**src/hdl/rtpnfa_pkg.sv**
```systemverilog
// Package for the H.264 RTP NAL frame assembler: field widths, NAL type codes,
// strip codes and the transaction types shared by the front, queue and back stages.
// No dependencies.
package rtpnfa_pkg;

    // Field widths
    localparam int SEQ_W   = 16;
    localparam int BYTE_W  = 8;
    localparam int PLEN_W  = 16;
    localparam int FRAME_W = 21;
    localparam int TYPE_W  = 5;
    localparam int STRIP_W = 2;

    // Slice header window; second_byte fills its top byte (8 to 32 bits)
    localparam int SLICE_WINDOW_BITS = 8;

    // Configuration and queue defaults
    localparam logic [FRAME_W-1:0] FRAME_CAPACITY_RESET = 21'd153600;
    localparam int                 QUEUE_DEPTH          = 2;
    localparam logic [FRAME_W-1:0] START_CODE_BYTES     = 21'd4;

    // NAL unit type codes
    localparam logic [TYPE_W-1:0] UNIT_SLICE = 5'd1;
    localparam logic [TYPE_W-1:0] UNIT_IDR   = 5'd5;
    localparam logic [TYPE_W-1:0] UNIT_SPS   = 5'd7;
    localparam logic [TYPE_W-1:0] UNIT_LAST  = 5'd10;
    localparam logic [TYPE_W-1:0] UNIT_FU_A  = 5'h1C;

    // FU header start bit position
    localparam int FU_START_BIT = 7;

    // Leading bytes dropped from the payload
    localparam logic [STRIP_W-1:0] STRIP_NONE     = 2'd0;
    localparam logic [STRIP_W-1:0] STRIP_FU_START = 2'd1;
    localparam logic [STRIP_W-1:0] STRIP_FU_OTHER = 2'd2;

    // Slice_type codes that mark an I slice after first_mb_in_slice == 0
    localparam logic [2:0] UE_CODE_TWO   = 3'b011;
    localparam logic [6:0] UE_CODE_SEVEN = 7'b0001000;

    typedef struct packed {
        logic [SEQ_W-1:0]  seq_number;
        logic [BYTE_W-1:0] nal_head;
        logic [BYTE_W-1:0] second_byte;
        logic [PLEN_W-1:0] payload_length;
    } t_in_item;

    typedef struct packed {
        logic               accepted;
        logic               frame_done;
        logic [FRAME_W-1:0] done_length;
        logic [TYPE_W-1:0]  done_nal_type;
        logic               done_keyframe;
        logic [TYPE_W-1:0]  unit_type;
        logic               insert_start_code;
        logic [STRIP_W-1:0] strip_count;
        logic [BYTE_W-1:0]  rebuilt_header;
        logic [SEQ_W-1:0]   lost_packets;
        logic               first_i_slice;
    } t_out_item;

    // Classified packet handed from front to back
    typedef struct packed {
        logic [SEQ_W-1:0]   seq_number;
        logic [TYPE_W-1:0]  unit_type;
        logic               rejected;
        logic               fu;
        logic               fu_start;
        logic               first_mb;
        logic               first_i;
        logic [STRIP_W-1:0] strip_count;
        logic [BYTE_W-1:0]  rebuilt_header;
        logic [PLEN_W-1:0]  data_len;
    } t_cls;

endpackage

```
**src/hdl/rtpnfa_if.sv**
```systemverilog
// Valid/ready channel interfaces for packet descriptors in and results out.
// Depends on rtpnfa_pkg for the payload types.
interface rtpnfa_in_if;
    logic                  valid;
    logic                  ready;
    rtpnfa_pkg::t_in_item  data;

    modport source (output valid, output data, input ready);
    modport sink   (input valid, input data, output ready);
endinterface

interface rtpnfa_out_if;
    logic                  valid;
    logic                  ready;
    rtpnfa_pkg::t_out_item data;

    modport source (output valid, output data, input ready);
    modport sink   (input valid, input data, output ready);
endinterface

```
**src/hdl/rtpnfa_front.sv**
```systemverilog
// Front stage: accepts packet descriptors, classifies NAL/FU-A, decodes the
// slice-header Exp-Golomb codes and registers the result. Depends on rtpnfa_pkg.
module rtpnfa_front (
    input  logic              i_clk,
    input  logic              i_rst_n,
    rtpnfa_in_if.sink         i_in,
    output logic              o_push_valid,
    output rtpnfa_pkg::t_cls  o_push_item,
    input  logic              i_push_ready
);

    localparam int WIN_W = rtpnfa_pkg::SLICE_WINDOW_BITS;

    logic                                  r_valid;
    rtpnfa_pkg::t_cls                      r_cls;
    rtpnfa_pkg::t_cls                      n_cls;

    logic [rtpnfa_pkg::TYPE_W-1:0]         head_type;
    logic [rtpnfa_pkg::TYPE_W-1:0]         eff_type;
    logic                                  fu;
    logic                                  fu_start;
    logic                                  single_ok;
    logic                                  is_slice;
    logic [WIN_W-1:0]                      win;
    logic                                  ue_first_zero;
    logic                                  ue_i_slice;
    logic [rtpnfa_pkg::STRIP_W-1:0]        strip;
    logic                                  accept;

    assign accept     = i_in.valid && i_in.ready;
    assign i_in.ready = !r_valid || i_push_ready;

    // Classify the packet
    always_comb begin
        head_type = i_in.data.nal_head[rtpnfa_pkg::TYPE_W-1:0];
        fu        = (head_type == rtpnfa_pkg::UNIT_FU_A);
        eff_type  = fu ? i_in.data.second_byte[rtpnfa_pkg::TYPE_W-1:0] : head_type;
        fu_start  = fu && i_in.data.second_byte[rtpnfa_pkg::FU_START_BIT];
        single_ok = !fu && ((head_type == rtpnfa_pkg::UNIT_SLICE) ||
                    (head_type inside {[rtpnfa_pkg::UNIT_IDR:rtpnfa_pkg::UNIT_LAST]}));
        is_slice  = (eff_type == rtpnfa_pkg::UNIT_SLICE) ||
                    (eff_type == rtpnfa_pkg::UNIT_IDR);
    end

    // Decode first_mb_in_slice == 0 and slice_type 2 or 7 from the window
    always_comb begin
        win           = WIN_W'(i_in.data.second_byte) << (WIN_W - rtpnfa_pkg::BYTE_W);
        ue_first_zero = win[WIN_W-1];
        ue_i_slice    = (win[WIN_W-2 -: 3] == rtpnfa_pkg::UE_CODE_TWO) ||
                        (win[WIN_W-2 -: 7] == rtpnfa_pkg::UE_CODE_SEVEN);
    end

    // Build the classified transaction
    always_comb begin
        if (fu) begin
            strip = fu_start ? rtpnfa_pkg::STRIP_FU_START : rtpnfa_pkg::STRIP_FU_OTHER;
        end else begin
            strip = rtpnfa_pkg::STRIP_NONE;
        end
        n_cls.seq_number  = i_in.data.seq_number;
        n_cls.unit_type   = eff_type;
        n_cls.rejected    = !fu && !single_ok;
        n_cls.fu          = fu;
        n_cls.fu_start    = fu_start;
        n_cls.strip_count = strip;
        n_cls.rebuilt_header = fu_start ?
            {i_in.data.nal_head[rtpnfa_pkg::BYTE_W-1:rtpnfa_pkg::TYPE_W], eff_type} :
            '0;
        if (fu) begin
            n_cls.first_mb = fu_start && is_slice;
            n_cls.first_i  = fu_start && (eff_type == rtpnfa_pkg::UNIT_IDR);
        end else begin
            n_cls.first_mb = single_ok && is_slice && ue_first_zero;
            n_cls.first_i  = single_ok && is_slice && ue_first_zero && ue_i_slice;
        end
        if (i_in.data.payload_length > rtpnfa_pkg::PLEN_W'(strip)) begin
            n_cls.data_len = i_in.data.payload_length - rtpnfa_pkg::PLEN_W'(strip);
        end else begin
            n_cls.data_len = '0;
        end
    end

    // Hold the classified transaction until the queue takes it
    always_ff @(posedge i_clk) begin
        if (!i_rst_n) begin
            r_valid <= 1'b0;
        end else if (accept) begin
            r_valid <= 1'b1;
        end else if (i_push_ready) begin
            r_valid <= 1'b0;
        end
    end

    always_ff @(posedge i_clk) begin
        if (accept) begin
            r_cls <= n_cls;
        end
    end

    assign o_push_valid = r_valid;
    assign o_push_item  = r_cls;

endmodule

```
**src/hdl/rtpnfa_queue.sv**
```systemverilog
// Short FIFO of classified packets between the front and back stages.
// Depends on rtpnfa_pkg for the entry type.
module rtpnfa_queue #(
    parameter int DEPTH = rtpnfa_pkg::QUEUE_DEPTH
) (
    input  logic              i_clk,
    input  logic              i_rst_n,
    input  logic              i_push_valid,
    output logic              o_push_ready,
    input  rtpnfa_pkg::t_cls  i_push_item,
    output logic              o_pop_valid,
    input  logic              i_pop_ready,
    output rtpnfa_pkg::t_cls  o_pop_item
);

    localparam int PTR_W = (DEPTH > 1) ? $clog2(DEPTH) : 1;
    localparam int CNT_W = $clog2(DEPTH + 1);

    rtpnfa_pkg::t_cls  r_mem [DEPTH];
    logic [PTR_W-1:0]  r_wr_ptr;
    logic [PTR_W-1:0]  r_rd_ptr;
    logic [CNT_W-1:0]  r_count;
    logic              push;
    logic              pop;

    assign o_push_ready = (r_count != CNT_W'(DEPTH));
    assign o_pop_valid  = (r_count != '0);
    assign push         = i_push_valid && o_push_ready;
    assign pop          = o_pop_valid && i_pop_ready;
    assign o_pop_item   = r_mem[r_rd_ptr];

    // Advance pointers and count
    always_ff @(posedge i_clk) begin
        if (!i_rst_n) begin
            r_wr_ptr <= '0;
            r_rd_ptr <= '0;
            r_count  <= '0;
        end else begin
            if (push) begin
                r_wr_ptr <= (r_wr_ptr == PTR_W'(DEPTH - 1)) ? '0 : r_wr_ptr + 1'b1;
            end
            if (pop) begin
                r_rd_ptr <= (r_rd_ptr == PTR_W'(DEPTH - 1)) ? '0 : r_rd_ptr + 1'b1;
            end
            if (push && !pop) begin
                r_count <= r_count + 1'b1;
            end else if (pop && !push) begin
                r_count <= r_count - 1'b1;
            end
        end
    end

    // Store the entry
    always_ff @(posedge i_clk) begin
        if (push) begin
            r_mem[r_wr_ptr] <= i_push_item;
        end
    end

endmodule

```
**src/hdl/rtpnfa_back.sv**
```systemverilog
// Back stage: applies the sequence, SPS-wait and frame-length state to each
// classified packet and registers the result. Depends on rtpnfa_pkg.
module rtpnfa_back (
    input  logic                               i_clk,
    input  logic                               i_rst_n,
    input  logic [rtpnfa_pkg::FRAME_W-1:0]     i_frame_capacity,
    input  logic                               i_pop_valid,
    output logic                               o_pop_ready,
    input  rtpnfa_pkg::t_cls                   i_item,
    rtpnfa_out_if.source                       o_out
);

    localparam int SUM_W = rtpnfa_pkg::FRAME_W + 1;

    logic [rtpnfa_pkg::SEQ_W-1:0]    r_last_seq;
    logic [rtpnfa_pkg::SEQ_W-1:0]    n_last_seq;
    logic                            r_waiting;
    logic                            n_waiting;
    logic [rtpnfa_pkg::FRAME_W-1:0]  r_frame_len;
    logic [rtpnfa_pkg::FRAME_W-1:0]  n_frame_len;
    logic [rtpnfa_pkg::TYPE_W-1:0]   r_frame_type;
    logic [rtpnfa_pkg::TYPE_W-1:0]   n_frame_type;
    logic                            r_out_valid;
    rtpnfa_pkg::t_out_item           r_out;
    rtpnfa_pkg::t_out_item           n_out;

    logic                            pop;
    logic                            gap;
    logic                            wait0;
    logic [rtpnfa_pkg::FRAME_W-1:0]  len0;
    logic                            done;
    logic [rtpnfa_pkg::FRAME_W-1:0]  len1;
    logic [SUM_W-1:0]                sum_data;
    logic [SUM_W-1:0]                need;
    logic                            start_code;

    assign o_pop_ready = !r_out_valid || o_out.ready;
    assign pop         = i_pop_valid && o_pop_ready;

    // Sequence gap, frame boundary and capacity check
    always_comb begin
        gap   = (r_last_seq + 1'b1 != i_item.seq_number) && (r_last_seq != '0) &&
                (i_item.seq_number != '0);
        wait0 = gap || r_waiting;
        len0  = gap ? '0 : r_frame_len;
        done  = (len0 != '0) && ((r_frame_type != i_item.unit_type) || i_item.first_mb);
        len1  = done ? '0 : len0;
        sum_data   = SUM_W'(len1) + SUM_W'(i_item.data_len);
        need       = sum_data + SUM_W'(rtpnfa_pkg::START_CODE_BYTES);
        start_code = !i_item.fu || i_item.fu_start;

        n_last_seq   = i_item.seq_number;
        n_waiting    = wait0;
        n_frame_len  = len0;
        n_frame_type = r_frame_type;

        n_out = '0;
        n_out.unit_type    = i_item.unit_type;
        n_out.lost_packets = gap ? i_item.seq_number - r_last_seq : '0;

        if (!i_item.rejected) begin
            n_out.strip_count    = i_item.strip_count;
            n_out.rebuilt_header = i_item.rebuilt_header;
            n_out.first_i_slice  = i_item.first_i;
            if (i_item.unit_type == rtpnfa_pkg::UNIT_SPS) begin
                n_waiting = 1'b0;
            end
            if (n_waiting) begin
                // drop while waiting for SPS
                n_frame_len = len0;
            end else begin
                n_out.frame_done = done;
                if (done) begin
                    n_out.done_length   = len0;
                    n_out.done_nal_type = r_frame_type;
                    n_out.done_keyframe = (r_frame_type == rtpnfa_pkg::UNIT_SPS);
                end
                if (need > SUM_W'(i_frame_capacity)) begin
                    // capacity exceeded: drop frame and wait
                    n_waiting   = 1'b1;
                    n_frame_len = '0;
                end else begin
                    n_out.accepted          = 1'b1;
                    n_out.insert_start_code = start_code;
                    if (len1 == '0) begin
                        n_frame_type = i_item.unit_type;
                    end
                    n_frame_len = start_code ? need[rtpnfa_pkg::FRAME_W-1:0] :
                                               sum_data[rtpnfa_pkg::FRAME_W-1:0];
                end
            end
        end
    end

    // Advance state on each popped transaction
    always_ff @(posedge i_clk) begin
        if (!i_rst_n) begin
            r_last_seq   <= '0;
            r_waiting    <= 1'b0;
            r_frame_len  <= '0;
            r_frame_type <= '0;
        end else if (pop) begin
            r_last_seq   <= n_last_seq;
            r_waiting    <= n_waiting;
            r_frame_len  <= n_frame_len;
            r_frame_type <= n_frame_type;
        end
    end

    // Hold the result until the receiver takes it
    always_ff @(posedge i_clk) begin
        if (!i_rst_n) begin
            r_out_valid <= 1'b0;
        end else if (pop) begin
            r_out_valid <= 1'b1;
        end else if (o_out.ready) begin
            r_out_valid <= 1'b0;
        end
    end

    always_ff @(posedge i_clk) begin
        if (pop) begin
            r_out <= n_out;
        end
    end

    assign o_out.valid = r_out_valid;
    assign o_out.data  = r_out;

endmodule

```
**src/hdl/h264_rtp_nal_frame_assembler_core.sv**
```systemverilog
// Top level of the H.264 RTP NAL frame assembler (FU-A depacketizer).
// Depends on rtpnfa_pkg, rtpnfa_if, rtpnfa_front, rtpnfa_queue and rtpnfa_back.
//
// Usage:
//   i_in carries one packet descriptor per transaction (sequence number, first
//   two payload bytes, payload length); o_out returns exactly one result per
//   packet, in order. Both use valid/ready; a transaction moves when both are high.
//   i_cfg_wr_en/i_cfg_wr_data write frame_capacity; write only while idle.
//   Throughput: one packet per cycle while o_out.ready stays high. The back stage
//   updates the sequence and frame-length state and does the 22-bit capacity
//   add/compare combinationally. Path: an input transaction passes the front
//   register, the queue entry and the output register in turn; o_out.valid
//   rises when the output register loads.
//   Reset (synchronous, active low) clears the sequence, SPS-wait and frame
//   state, empties the queue and sets frame_capacity to 153600.
//   When the receiver stalls, the output register holds its result, the queue
//   absorbs up to QUEUE_DEPTH more packets plus one in the front register,
//   and then i_in.ready drops.
module h264_rtp_nal_frame_assembler_core #(
    parameter int QUEUE_DEPTH = rtpnfa_pkg::QUEUE_DEPTH
) (
    input  logic                            i_clk,
    input  logic                            i_rst_n,
    input  logic                            i_cfg_wr_en,
    input  logic [rtpnfa_pkg::FRAME_W-1:0]  i_cfg_wr_data,
    rtpnfa_in_if.sink                       i_in,
    rtpnfa_out_if.source                    o_out
);

    logic [rtpnfa_pkg::FRAME_W-1:0]  r_frame_capacity;
    logic                            push_valid;
    logic                            push_ready;
    rtpnfa_pkg::t_cls                push_item;
    logic                            pop_valid;
    logic                            pop_ready;
    rtpnfa_pkg::t_cls                pop_item;

    // Capacity register
    always_ff @(posedge i_clk) begin
        if (!i_rst_n) begin
            r_frame_capacity <= rtpnfa_pkg::FRAME_CAPACITY_RESET;
        end else if (i_cfg_wr_en) begin
            r_frame_capacity <= i_cfg_wr_data;
        end
    end

    rtpnfa_front u_front (
        .i_clk        (i_clk),
        .i_rst_n      (i_rst_n),
        .i_in         (i_in),
        .o_push_valid (push_valid),
        .o_push_item  (push_item),
        .i_push_ready (push_ready)
    );

    rtpnfa_queue #(
        .DEPTH (QUEUE_DEPTH)
    ) u_queue (
        .i_clk        (i_clk),
        .i_rst_n      (i_rst_n),
        .i_push_valid (push_valid),
        .o_push_ready (push_ready),
        .i_push_item  (push_item),
        .o_pop_valid  (pop_valid),
        .i_pop_ready  (pop_ready),
        .o_pop_item   (pop_item)
    );

    rtpnfa_back u_back (
        .i_clk            (i_clk),
        .i_rst_n          (i_rst_n),
        .i_frame_capacity (r_frame_capacity),
        .i_pop_valid      (pop_valid),
        .o_pop_ready      (pop_ready),
        .i_item           (pop_item),
        .o_out            (o_out)
    );

endmodule

```
**src/flat_wrapper.sv**
```systemverilog
// flat-port wrapper written by rule: the top's interface ports become plain ports
module h264_rtp_nal_frame_assembler_core_flat 
#(
    parameter int QUEUE_DEPTH = rtpnfa_pkg::QUEUE_DEPTH
)
  (i_clk, i_rst_n, i_cfg_wr_en, i_cfg_wr_data, i_in_valid, i_in_data, i_in_ready, o_out_valid, o_out_data, o_out_ready);
  rtpnfa_in_if i_in_i ();
  rtpnfa_out_if o_out_i ();
  input  logic i_clk;
  input  logic i_rst_n;
  input  logic i_cfg_wr_en;
  input  logic [rtpnfa_pkg::FRAME_W-1:0] i_cfg_wr_data;
  input wire logic [$bits(i_in_i.valid)-1:0] i_in_valid;
  input wire logic [$bits(i_in_i.data)-1:0] i_in_data;
  output wire logic [$bits(i_in_i.ready)-1:0] i_in_ready;
  output wire logic [$bits(o_out_i.valid)-1:0] o_out_valid;
  output wire logic [$bits(o_out_i.data)-1:0] o_out_data;
  input wire logic [$bits(o_out_i.ready)-1:0] o_out_ready;
  assign i_in_i.valid = i_in_valid;
  assign i_in_i.data = i_in_data;
  assign i_in_ready = i_in_i.ready;
  assign o_out_valid = o_out_i.valid;
  assign o_out_data = o_out_i.data;
  assign o_out_i.ready = o_out_ready;
  h264_rtp_nal_frame_assembler_core #(.QUEUE_DEPTH(QUEUE_DEPTH)) u_core (.i_clk(i_clk), .i_rst_n(i_rst_n), .i_cfg_wr_en(i_cfg_wr_en), .i_cfg_wr_data(i_cfg_wr_data), .i_in(i_in_i), .o_out(o_out_i));
endmodule
```
**config.mk**
```make
export PLATFORM = sky130hd
export DESIGN_NAME = h264_rtp_nal_frame_assembler_core_flat
export DESIGN_NICKNAME = d
export VERILOG_FILES = /design/src/hdl/rtpnfa_pkg.sv /design/src/hdl/rtpnfa_if.sv /design/src/hdl/rtpnfa_front.sv /design/src/hdl/rtpnfa_queue.sv /design/src/hdl/rtpnfa_back.sv /design/src/hdl/h264_rtp_nal_frame_assembler_core.sv /design/src/flat_wrapper.sv
export SDC_FILE = /design/constraint.sdc
export NUM_CORES = 1
export LEC_CHECK = 0
export ABC_AREA = 1
export BUFFER_PORTS_ARGS = -buffer_cell sky130_fd_sc_hd__clkbuf_2
export CAP_MARGIN = 20
export CORE_ASPECT_RATIO = 0.7
export CORE_MARGIN = 2
export CORE_UTILIZATION = 35
export CTS_CLUSTER_SIZE = 12
export DETAILED_ROUTE_END_ITERATION = 12
export GPL_TIMING_DRIVEN = 0
export PLACE_DENSITY = 0.54
export SYNTH_ARGS = -nofsm -noshare
export SYNTH_HDL_FRONTEND = slang
export SYNTH_SLANG_ARGS = --single-unit
```
**constraint.sdc**
```tcl
create_clock -name i_clk -period 7.6 [get_ports i_clk]
set_clock_uncertainty 0.1 [all_clocks]
set_input_delay 1.52 -clock i_clk [delete_from_list [all_inputs] [get_ports i_clk]]
set_output_delay 1.52 -clock i_clk [all_outputs]
set_load 0.01 [all_outputs]
```
; Word level (Yosys, flattened, before mapping)
; Memories as Yosys holds them, arrays and structs flattened. A register that Yosys moved wholly into a read port is not among the register bits.
; Cells that the tools add are included.
; W data, S select, Z words.
[totals]
regBits = 184
ramBits = 104
input_bits = 74
out_inout_bits = 64
word_cells = 132
memories = 1
[op_classes]
add_sub_neg = 9
n_lt_le_gt_ge = 4
eq_ne = 11
n_mux = 28
bitwise_logic = 4
reduce_logical = 44
[memory_table]
columns = name, depth, word_bits, rd, rd_clocked_by_memory_dff, wr, line_no
row1 = u_core.u_queue.r_mem, 2, 52, 1, 1, 1, rtpnfa_queue.sv:19  ; rtpnfa_pkg::t_cls r_mem [DEPTH];
[op_table]
columns = op, count
row1 = $mux W21, 6
row2 = $reduce_bool A16 Y1, 2
row3 = $add A21 B16 Y22, 1
row4 = $add A22 B3 Y22 const B, 1
row5 = $gt A22 B21 Y1, 1
row6 = $logic_not A21 Y1, 1
row7 = $reduce_bool A21 Y1, 1
row8 = $logic_and A1 B1 Y1, 17
row9 = $add A16 B1 Y16 const B, 1
row10 = $gt A16 B2 Y1, 1
row11 = $mux W1, 16
row12 = $ne A16 B16 Y1, 1
row13 = $sub A16 B16 Y16, 1
row14 = $sub A16 B2 Y16, 1
row15 = $eq A5 B3 Y1 const B, 3
row16 = $eq A5 B1 Y1 const B, 2
row17 = $mux W2, 5
row18 = $logic_or A1 B1 Y1, 8
row19 = $reduce_bool A2 Y1, 4
row20 = $eq A7 B4 Y1 const B, 1
row21 = $logic_not A1 Y1, 7
row22 = $reduce_or A3 Y1, 2
row23 = $eq A5 B5 Y1 const B, 1
row24 = $ge A5 B3 Y1 const B, 1
row25 = other kinds (11), 15

; Logic depth before layout (Yosys ltp)
; Gate-level depths: netlist of run 1.
[depth]
word_depth = 14
mapped_depth = 61
depth_no_buf = 59

; Modules after synthesis
; Synthesis of run 1 repeated with hierarchy kept, for this count alone.
[hier_totals]
hier_cells = 1613
area_unflattened_um2 = 15160.8
[modules_own_cells]
columns = mod, n_inst, cells_per_inst, area_per_inst_um2, seq_area_each_um2
row1 = rtpnfa_back, 1, 1049, 7608.5, 2742.6
row2 = rtpnfa_queue, 1, 199, 4247.8, 3223.1
row3 = rtpnfa_front, 1, 240, 2472.4, 1581.5
row4 = h264_rtp_nal_frame_assembler_core, 1, 125, 832.0, 420.4

; Least setup slack after synthesis of run 1
; OpenSTA, ideal clock, no wires.
[synth_timing]
path_type = reg2reg
start = reg (tool-made name)
end = reg u_core.u_back.r_frame_len[19] (netlist bit)
setup_time_ns = 0.066
arrival_ns = 6.338
required_time_ns = 7.434
slack_ns = 1.095
stages_incl_launch_ff = 52
n_path_buf = 6
synth_period_minus_slack_ns = 6.505
cell_sequence = dfxtp_1 -> buf_6 -> buf_6 -> mux2i_1 -> ha_1 -> a21oi_1 -> nand3_1 -> nor2_1 -> nand3_2 -> nand2_2 -> buf_6 -> buf_6 -> clkbuf_1 -> nand2_1 -> nor2_1 -> ha_1 -> inv_1 -> fa_1 -> (+16 left out) -> nand2_1 -> inv_1 -> nand3_1 -> a21oi_1 -> nor2_1 -> nand2_1 -> o21bai_1 -> nand2_1 -> a21oi_1 -> a41oi_1 -> nor2_1 -> o21ai_0 -> inv_1 -> nand2_4 -> inv_6 -> buf_8 -> nand3_2 -> a21oi_2
[synth_rtl]
columns = item, line_no
row1 = "end signal, assigned", rtpnfa_back.sv:105  ; r_frame_len <= n_frame_len;
row2 = "end, declared", rtpnfa_back.sv:19  ; logic [rtpnfa_pkg::FRAME_W-1:0] r_frame_len;

==> results of run 1 <==
-- Yosys cell counts, types with 2 or more instances --
master and n:
clkbuf_1 34, clkinv_1 3, nor2_2 4, ha_1 58, o21bai_1 6, inv_1 218, fa_1 3, buf_8 2
o21ai_0 125, dfxtp_1 71, nand2_2 23, mux2i_1 2, nor2_1 172, a21boi_0 2, buf_2 2, nand3_1 59
a211oi_1 6, inv_2 2, buf_6 7, nand4_1 17, o21ai_1 4, a31oi_1 17, edfxtp_1 215, o21a_1 5
a41oi_1 2, o22ai_1 4, a21oi_2 20, nand3b_1 3, xnor2_1 9, xor2_1 20, nor4_1 2, o21ai_2 11
or2_2 14, a21oi_1 93, nand2_1 383, nand3_2 4, nor3_1 13
-- where the power goes --
group | internal (mW) | leakage (nW) | switching, mW | total [mW]
Combinational | 0.996 | 4.53 | 1.92 | 2.92
Clock | 0.870 | 0.496 | 0.640 | 1.51
Sequential | 2.14 | 2.63 | 0.205 | 2.35
-- layer usage --
layer	global-route usage (%)	part of all wire [%]
met1	29.69	52
met2	26.04	40
met3	2.816	6.0
met4	3.690	1.8
met5	0	0
-- worst max path at each step --
stage	start	to	slack, ns	cells after the start
final	register	u_core.u_back.r_frame_len[20]$_SDFFE_PN0P_	0.35	56
after global routing	register	u_core.u_back.r_frame_len[20]$_SDFFE_PN0P_	-0.1	59
after CTS	u_core.u_back.r_last_seq[1]$_SDFFE_PN0P_	u_core.u_back.r_frame_len[2]$_SDFFE_PN0P_	0.03	55
after detailed placement	register	u_core.u_back.r_frame_len[2]$_SDFFE_PN0P_	-1.14	46
after global placement	register	u_core.u_back.r_frame_len[2]$_SDFFE_PN0P_	-1.15	48
after floorplan	register	u_core.u_back.r_frame_len[19]$_SDFFE_PN0P_	1.10	51
-- state kept, by name (all words and copies together) (netlist names), named ones only --
signal,cells
u_core.u_queue.r_mem,102
u_core.u_back.o_out.data,62
u_core.u_front.o_push_item,51
u_core.r_frame_capacity,21
u_core.u_back.r_frame_len,21
u_core.u_back.r_last_seq,16
u_core.u_back.r_frame_type,5
u_core.u_queue.r_count,2
u_core.u_back.o_out.valid,1
u_core.u_back.r_waiting,1
u_core.u_front.o_push_valid,1
u_core.u_queue.r_rd_ptr,1
u_core.u_queue.r_wr_ptr,1
-- kinds of logic after synthesis --
| logic type | count (synthesis) |
|---|---|
| compound gates | 302 |
| xor+xnor | 29 |
| fa+ha+maj | 61 |
| buf+inv | 275 |
| flops | 286 |
| mux | 2 |
| simple gates | 699 |
-- through the flow --
stage | cells | area, um^2
2_1_floorplan | 1654 | 14750
3_3_place_gp | 2333 | 16110
3_5_place_dp | 2337 | 16210
4_1_cts | 2401 | 17370
5_1_grt | 2419 | 17960
6_report | 2420 | 17960
-- repair_timing --
action | CTS | global route
gates resized for setup | 25 | 109
buffers inserted | 6 | 15
endpoints found under the setup margin | 29 | 29
pin swaps | 3 | 39
cloned | 0 | 3
-- cell usage in the layout, fill, tap and decap left out, types with 5 or more instances in the layout --
master and count:
a21oi_2 23, clkbuf_8 5, nor2_4 7, clkbuf_16 33
a31oi_1 17, nand2_2 32, or2_2 13, inv_1 213
o21ai_0 117, o21ai_2 11, a211oi_1 5, nor2_1 157
ha_1 51, o21bai_1 6, clkbuf_1 40, nor3_1 11
buf_4 23, a21oi_1 88, edfxtp_1 215, ha_2 5
nand2_1 370, buf_12 7, nand3_1 53, clkinv_2 5
o21ai_1 5, nand3_2 9, o21ai_4 7, nand4_1 17
inv_2 6, nand2_4 5, xnor2_1 6, clkbuf_2 137
o21a_1 5, dfxtp_1 68, xor2_1 13, nor2_2 13
clkinv_1 6
-- cell type report --
cell class / instances / area share, %
Antenna cell: 1 / 0.01393
Buffer: 51 / 1.950
Clock buffer: 46 / 4.910
Clock inverter: 12 / 0.6965
Inverter: 224 / 4.792
Multi-Input combinational cell: 1093 / 34.49
Sequential cell: 286 / 43.90
Tap cell: 544 / 3.789
Timing Repair Buffer: 162 / 5.405
Timing Repair inverter: 1 / 0.04876
==> metrics, run 1 <==
Vias=11870; Worst Reg-to-Reg Cells=56; CTS Buf Count=31; DRT Wirelength=41510 um; Layout area overhead=21.79%; data arrival time of the critical path=7.69 ns; Reg2Reg Setup Slack=0.35 ns; CP Max Fanout=10; multiplexer area fraction after synthesis=0.1357%; Peak VDD IR=181.0 uV; Worst setup EP type=register; filler cell count=4043; Final Max Slew Viols=0; GRT Overall Usage=18.54%; Post-Synth Simple-Gate Area=19.87%; XOR/XNOR Fraction of Synth Area=1.722%; slowest stage delay, CP=0.34 ns; Synth Area in Compound Gates=11.76%; layout cells sized above 1=20.75%; Mapped Cells=1654; Total Power=6.779 mW; Worst Hold Launch=u_core.u_front.o_push_item[29]$_DFFE_PP_; Initial DRT Pass Iterations=5; WHS Endpoint=u_core.u_queue.r_mem[0][29]$_DFFE_PP_; Post-Syn Area=14750 um^2; Setup CP Type=reg2reg; clock transition at the registers of the reported paths=0.06 ns; Synthesized Nets=1789; Final min period=7.255 ns; main area contributors after synthesis=edfxtp_1 (44%), nand2_1 (9.7%), dfxtp_1 (9.6%); # hold bufs at CTS=0; vias per cell=4.906; CP bufs+invs=11; first-pass GRT wire length=62930 um; Final HPWL DP=30730 um; Post-Place Setup Slack=-1.141 ns; fmax=0.1378 GHz; DRT iter0 DRCs=997; Final setup viols=0; clock root buffer=clkbuf_16; CTS H-Tree Depth=1; delay-heaviest family, CP=simple AND/OR/NAND/NOR gates; Final TNS setup=0 ns; Final Hold Fails=0; initial antenna violation count=0; Period Utilization, post-route=95.46%; PD cells=377.4 nW/um^2; number of global-route vias before repair=10890; status=complete, no violations; Antenna Nets Post-Route=0; Synth Flop Type=edfxtp_1; core area=41270 um^2; Yosys top cell by area=edfxtp_1; CP max stage cell=dfxtp_2; Clock Tree Buf Depth=3; worst hold path class=reg2reg; post-route DRC violation count=0; Post-Synth Adder-Cell Area=5.327%; Worst-Margin Slew=0.7926 ns; FF/Latch Area=7886 um^2; Yosys cell types=56; CTS tree=built; fin worst setup slack=0.3452 ns; CP Launch Type=register; relative slew slack=47.04%; die width=249.4 um; Multi-input gate area=6196 um^2; Die Y=175.8 um; required time of the critical path=8.04 ns; Yosys warnings=0; maxcap violations=0; Final Net Count=1985; drt wl/cell=17.15 um; initial core utilization=35.74%; row count=62; largest net degree at the start of global routing=43; WHS Path Cells=0; port bufs=135; share of the synthesized area in the top cell type=43.77%; number of synthesized register bits=286; final RePlAce weighted congestion=0.9385; Post-synth EDFFs=215; worst skew pair latency=0.61 ns; main combinational cell family by area after synthesis=simple AND/OR/NAND/NOR gates; hold_ws=0.3292 ns; cell mode on critical path=nand2_1; post-synthesis sequential area ratio=53.41%; Clock Sink Count=286; asr flop ratio synth=0%; Final Util=43.53%; reg-to-reg endpoint=u_core.u_back.r_frame_len[20]$_SDFFE_PN0P_; Leak Pwr=7.665 nW; # IOs=138; die area=43830 um^2; GR Overflow Total=0; syn avg cell area=8.917 um^2
(Power assumes the default switching activity.)
==> run 2, diff against run 1 <==
--- a/config.mk
+++ b/config.mk
@@ -8,13 +8,16 @@
 export ABC_AREA = 1
 export BUFFER_PORTS_ARGS = -buffer_cell sky130_fd_sc_hd__clkbuf_2
 export CAP_MARGIN = 20
+export CELL_PAD_IN_SITES_DETAIL_PLACEMENT = 1
+export CELL_PAD_IN_SITES_GLOBAL_PLACEMENT = 1
 export CORE_ASPECT_RATIO = 0.7
 export CORE_MARGIN = 2
 export CORE_UTILIZATION = 35
+export CTS_BUF_LIST = sky130_fd_sc_hd__clkbuf_8
 export CTS_CLUSTER_SIZE = 12
 export DETAILED_ROUTE_END_ITERATION = 12
 export GPL_TIMING_DRIVEN = 0
-export PLACE_DENSITY = 0.54
+export PLACE_DENSITY_LB_ADDON = 0.15
 export SYNTH_ARGS = -nofsm -noshare
 export SYNTH_HDL_FRONTEND = slang
 export SYNTH_SLANG_ARGS = --single-unit
==> run 2 against run 1 <==
Cell count up 1.7%. Total power up 0.43%. Utilization rose by 0.39 points. Cell area up 0.91%. Sequential share of layout area decreased by 0.35 points. Global-route usage increased by 2.3 points. Critical path type unchanged.
==> metrics, run 2 (synthesis gave the netlist of run 1 again) <==
delay-heaviest family, CP=simple AND/OR/NAND/NOR gates; Antenna Nets Post-Route=0 (unchanged); CP Max Fanout=8 (-2); initial core utilization=35.74% (unchanged); # hold bufs at CTS=0 (unchanged); Initial DRT Pass Iterations=5 (unchanged); DRT Wirelength=46640 um (+12%); first-pass GRT wire length=70330 um (+12%); final RePlAce weighted congestion=0.8984 (-4.3%); CTS Buf Count=47 (+52%); CP max stage cell=dfxtp_4; Clock Sink Count=286 (unchanged); drt wl/cell=18.95 um (+11%); Final TNS setup=0 ns (unchanged); Leak Pwr=7.833 nW (+2.2%); slowest stage delay, CP=0.36 ns (+0.02 ns); CTS H-Tree Depth=2 (+1); required time of the critical path=7.97 ns (-0.07 ns); commonest cells after routing, fill and taps aside=nand2_1 (366), inv_1 (228), edfxtp_1 (215); max reg flops=102 (unchanged); Vias=12190 (+2.7%); die area=43830 um^2 (unchanged); Worst Hold Launch=u_core.u_front.o_push_item[9]$_SDFFCE_PP0P_; Layout area overhead=22.90%; maxcap violations=0 (unchanged); relative slew slack=39.28% (-7.8 points); filler cell count=4844 (+20%); Final Max Slew Viols=0 (unchanged); CP bufs+invs=11 (unchanged); CTS tree=built; PD cells=375.6 nW/um^2 (-0.47%); die width=249.4 um (unchanged); GRT Overall Usage=20.82% (+2.3 points); fin worst setup slack=0.3854 ns (+0.04020 ns); data arrival time of the critical path=7.59 ns (-0.10 ns); most flop-heavy register=u_core.u_queue.r_mem; GR Overflow Total=0 (unchanged); Final setup viols=0 (unchanged); Die Y=175.8 um (unchanged); Peak VDD IR=129.6 uV (-28%); core area=41270 um^2 (unchanged); Final min period=7.215 ns (-0.04020 ns); status=complete, no violations; largest net degree at the start of global routing=42 (-2.3%); clock transition at the registers of the reported paths=0.07 ns (about the same); initial antenna violation count=0 (unchanged); Period Utilization, post-route=94.93% (-0.53 points); worst hold path class=reg2reg; DRT iter0 DRCs=643 (-36%); Clock Tree Buf Depth=3 (unchanged); port bufs=135 (unchanged); Worst-Margin Slew=0.9086 ns (+0.1161 ns); Multi-input gate area=6251 um^2 (+0.89%); cell area after layout=18130 um^2 (+0.91%); placed inst area=16200 um^2 (about the same); # IOs=138 (unchanged); Worst setup EP type=register; Final HPWL DP=34900 um (+14%); number of global-route vias before repair=12400 (+14%); Setup CP Type=reg2reg; Final Hold Fails=0 (unchanged); cell mode on critical path=nand3_2; layout cells sized above 1=22.85% (+2.1 points); ant diodes=0 (-1); post-route DRC violation count=0 (unchanged); Post-Place Setup Slack=-1.262 ns (-0.1213 ns); clock root buffer=clkbuf_8; fmax=0.1386 GHz (+0.56%); row count=62 (unchanged); vias per cell=4.952 (+0.95%); CP Launch Type=register; leading cell type in the layout, fill and taps excluded=nand2_1; Final Net Count=2014 (+1.5%); FF/Latch Area=7894 um^2 (about the same); worst skew pair latency=0.61 ns (about the same)
[run 2: cell types whose count changed in the layout (fill, tap and decap cells not counted), sizes merged]
cell | previous run | this run
diode | 1 | 0
inv | 222 | 238
buf | 40 | 52
clkbuf | 217 | 225
clkinv | 13 | 19
[run 2: metal layers]
metal / track usage, % / up-vias / share of wire [%]
met5: 0 / - / 0
met3: 3.675 / 63 / 5.5
met1: 30.40 / 5904 / 49
met2: 32.01 / 286 / 43
met4: 5.020 / 0 / 2.0
li1: - / 5935 / -
[run 2: worst reg2reg max path, delay by kind of cell, from the launching register on]
family,cells,cell delay [ns]
and+or+nand+nor,27,3.14
xor gates and xnor gates,2,0.28
adders and majority gates,3,0.81
DFF,1,0.36
AOI/OAI and AO/OA,9,1.12
buffers and inverters,11,1.27
[run 2: path summary, 6_finish.rpt]
path	cells past startpoint	to	slack [ns]
worst max-delay path	52	u_core.u_back.r_frame_len[17]$_SDFFE_PN0P_	0.39
worst min-delay path	0	u_core.u_queue.r_mem[1][9]$_DFFE_PP_	0.33
worst max register to register	52	u_core.u_back.r_frame_len[17]$_SDFFE_PN0P_	0.39
worst min register to register	0	u_core.u_queue.r_mem[1][9]$_DFFE_PP_	0.33
[run 2: where the power goes]
group | total (mW) | switching, mW | internal (mW) | leakage [nW]
registers | 2.37 | 0.223 | 2.15 | 2.64
logic | 3.07 | 2.02 | 1.05 | 4.65
clock network | 1.37 | 0.658 | 0.713 | 0.552
[run 2: final cells by class]
class                   count  area share, %
clock inverters            34          1.160
repair inverters            1        0.04832
repair buffers            175          6.206
inverters                 224          4.777
plain buffers              51          1.995
flip-flops and latches    286          43.55
multi-input cells        1093          34.49
clock buffers              53          4.024
well taps                 544          3.755
[run 2: per-stage QoR]
step	util (%)	hold WS, ns	instances	total power [mW]
floorplan	-	0.3215	1654	4.095
global placement	39.03	0.3227	2333	5.003
detailed placement	39.26	0.3313	2337	5.101
CTS	41.99	0.3285	2429	6.594
global route	43.92	0.3416	2461	7.296
finish	43.92	0.3330	2461	6.808
[run 2: timing repair]
| item | 4_1_cts | 5_1_grt |
|---|---|---|
| pin swaps | 5 | 51 |
| gates cloned | 0 | 5 |
| resized for setup | 35 | 130 |
| endpoints found under the setup margin | 29 | 29 |
| endpoints found under the hold margin | 0 | 0 |
| setup buffers | 5 | 27 |
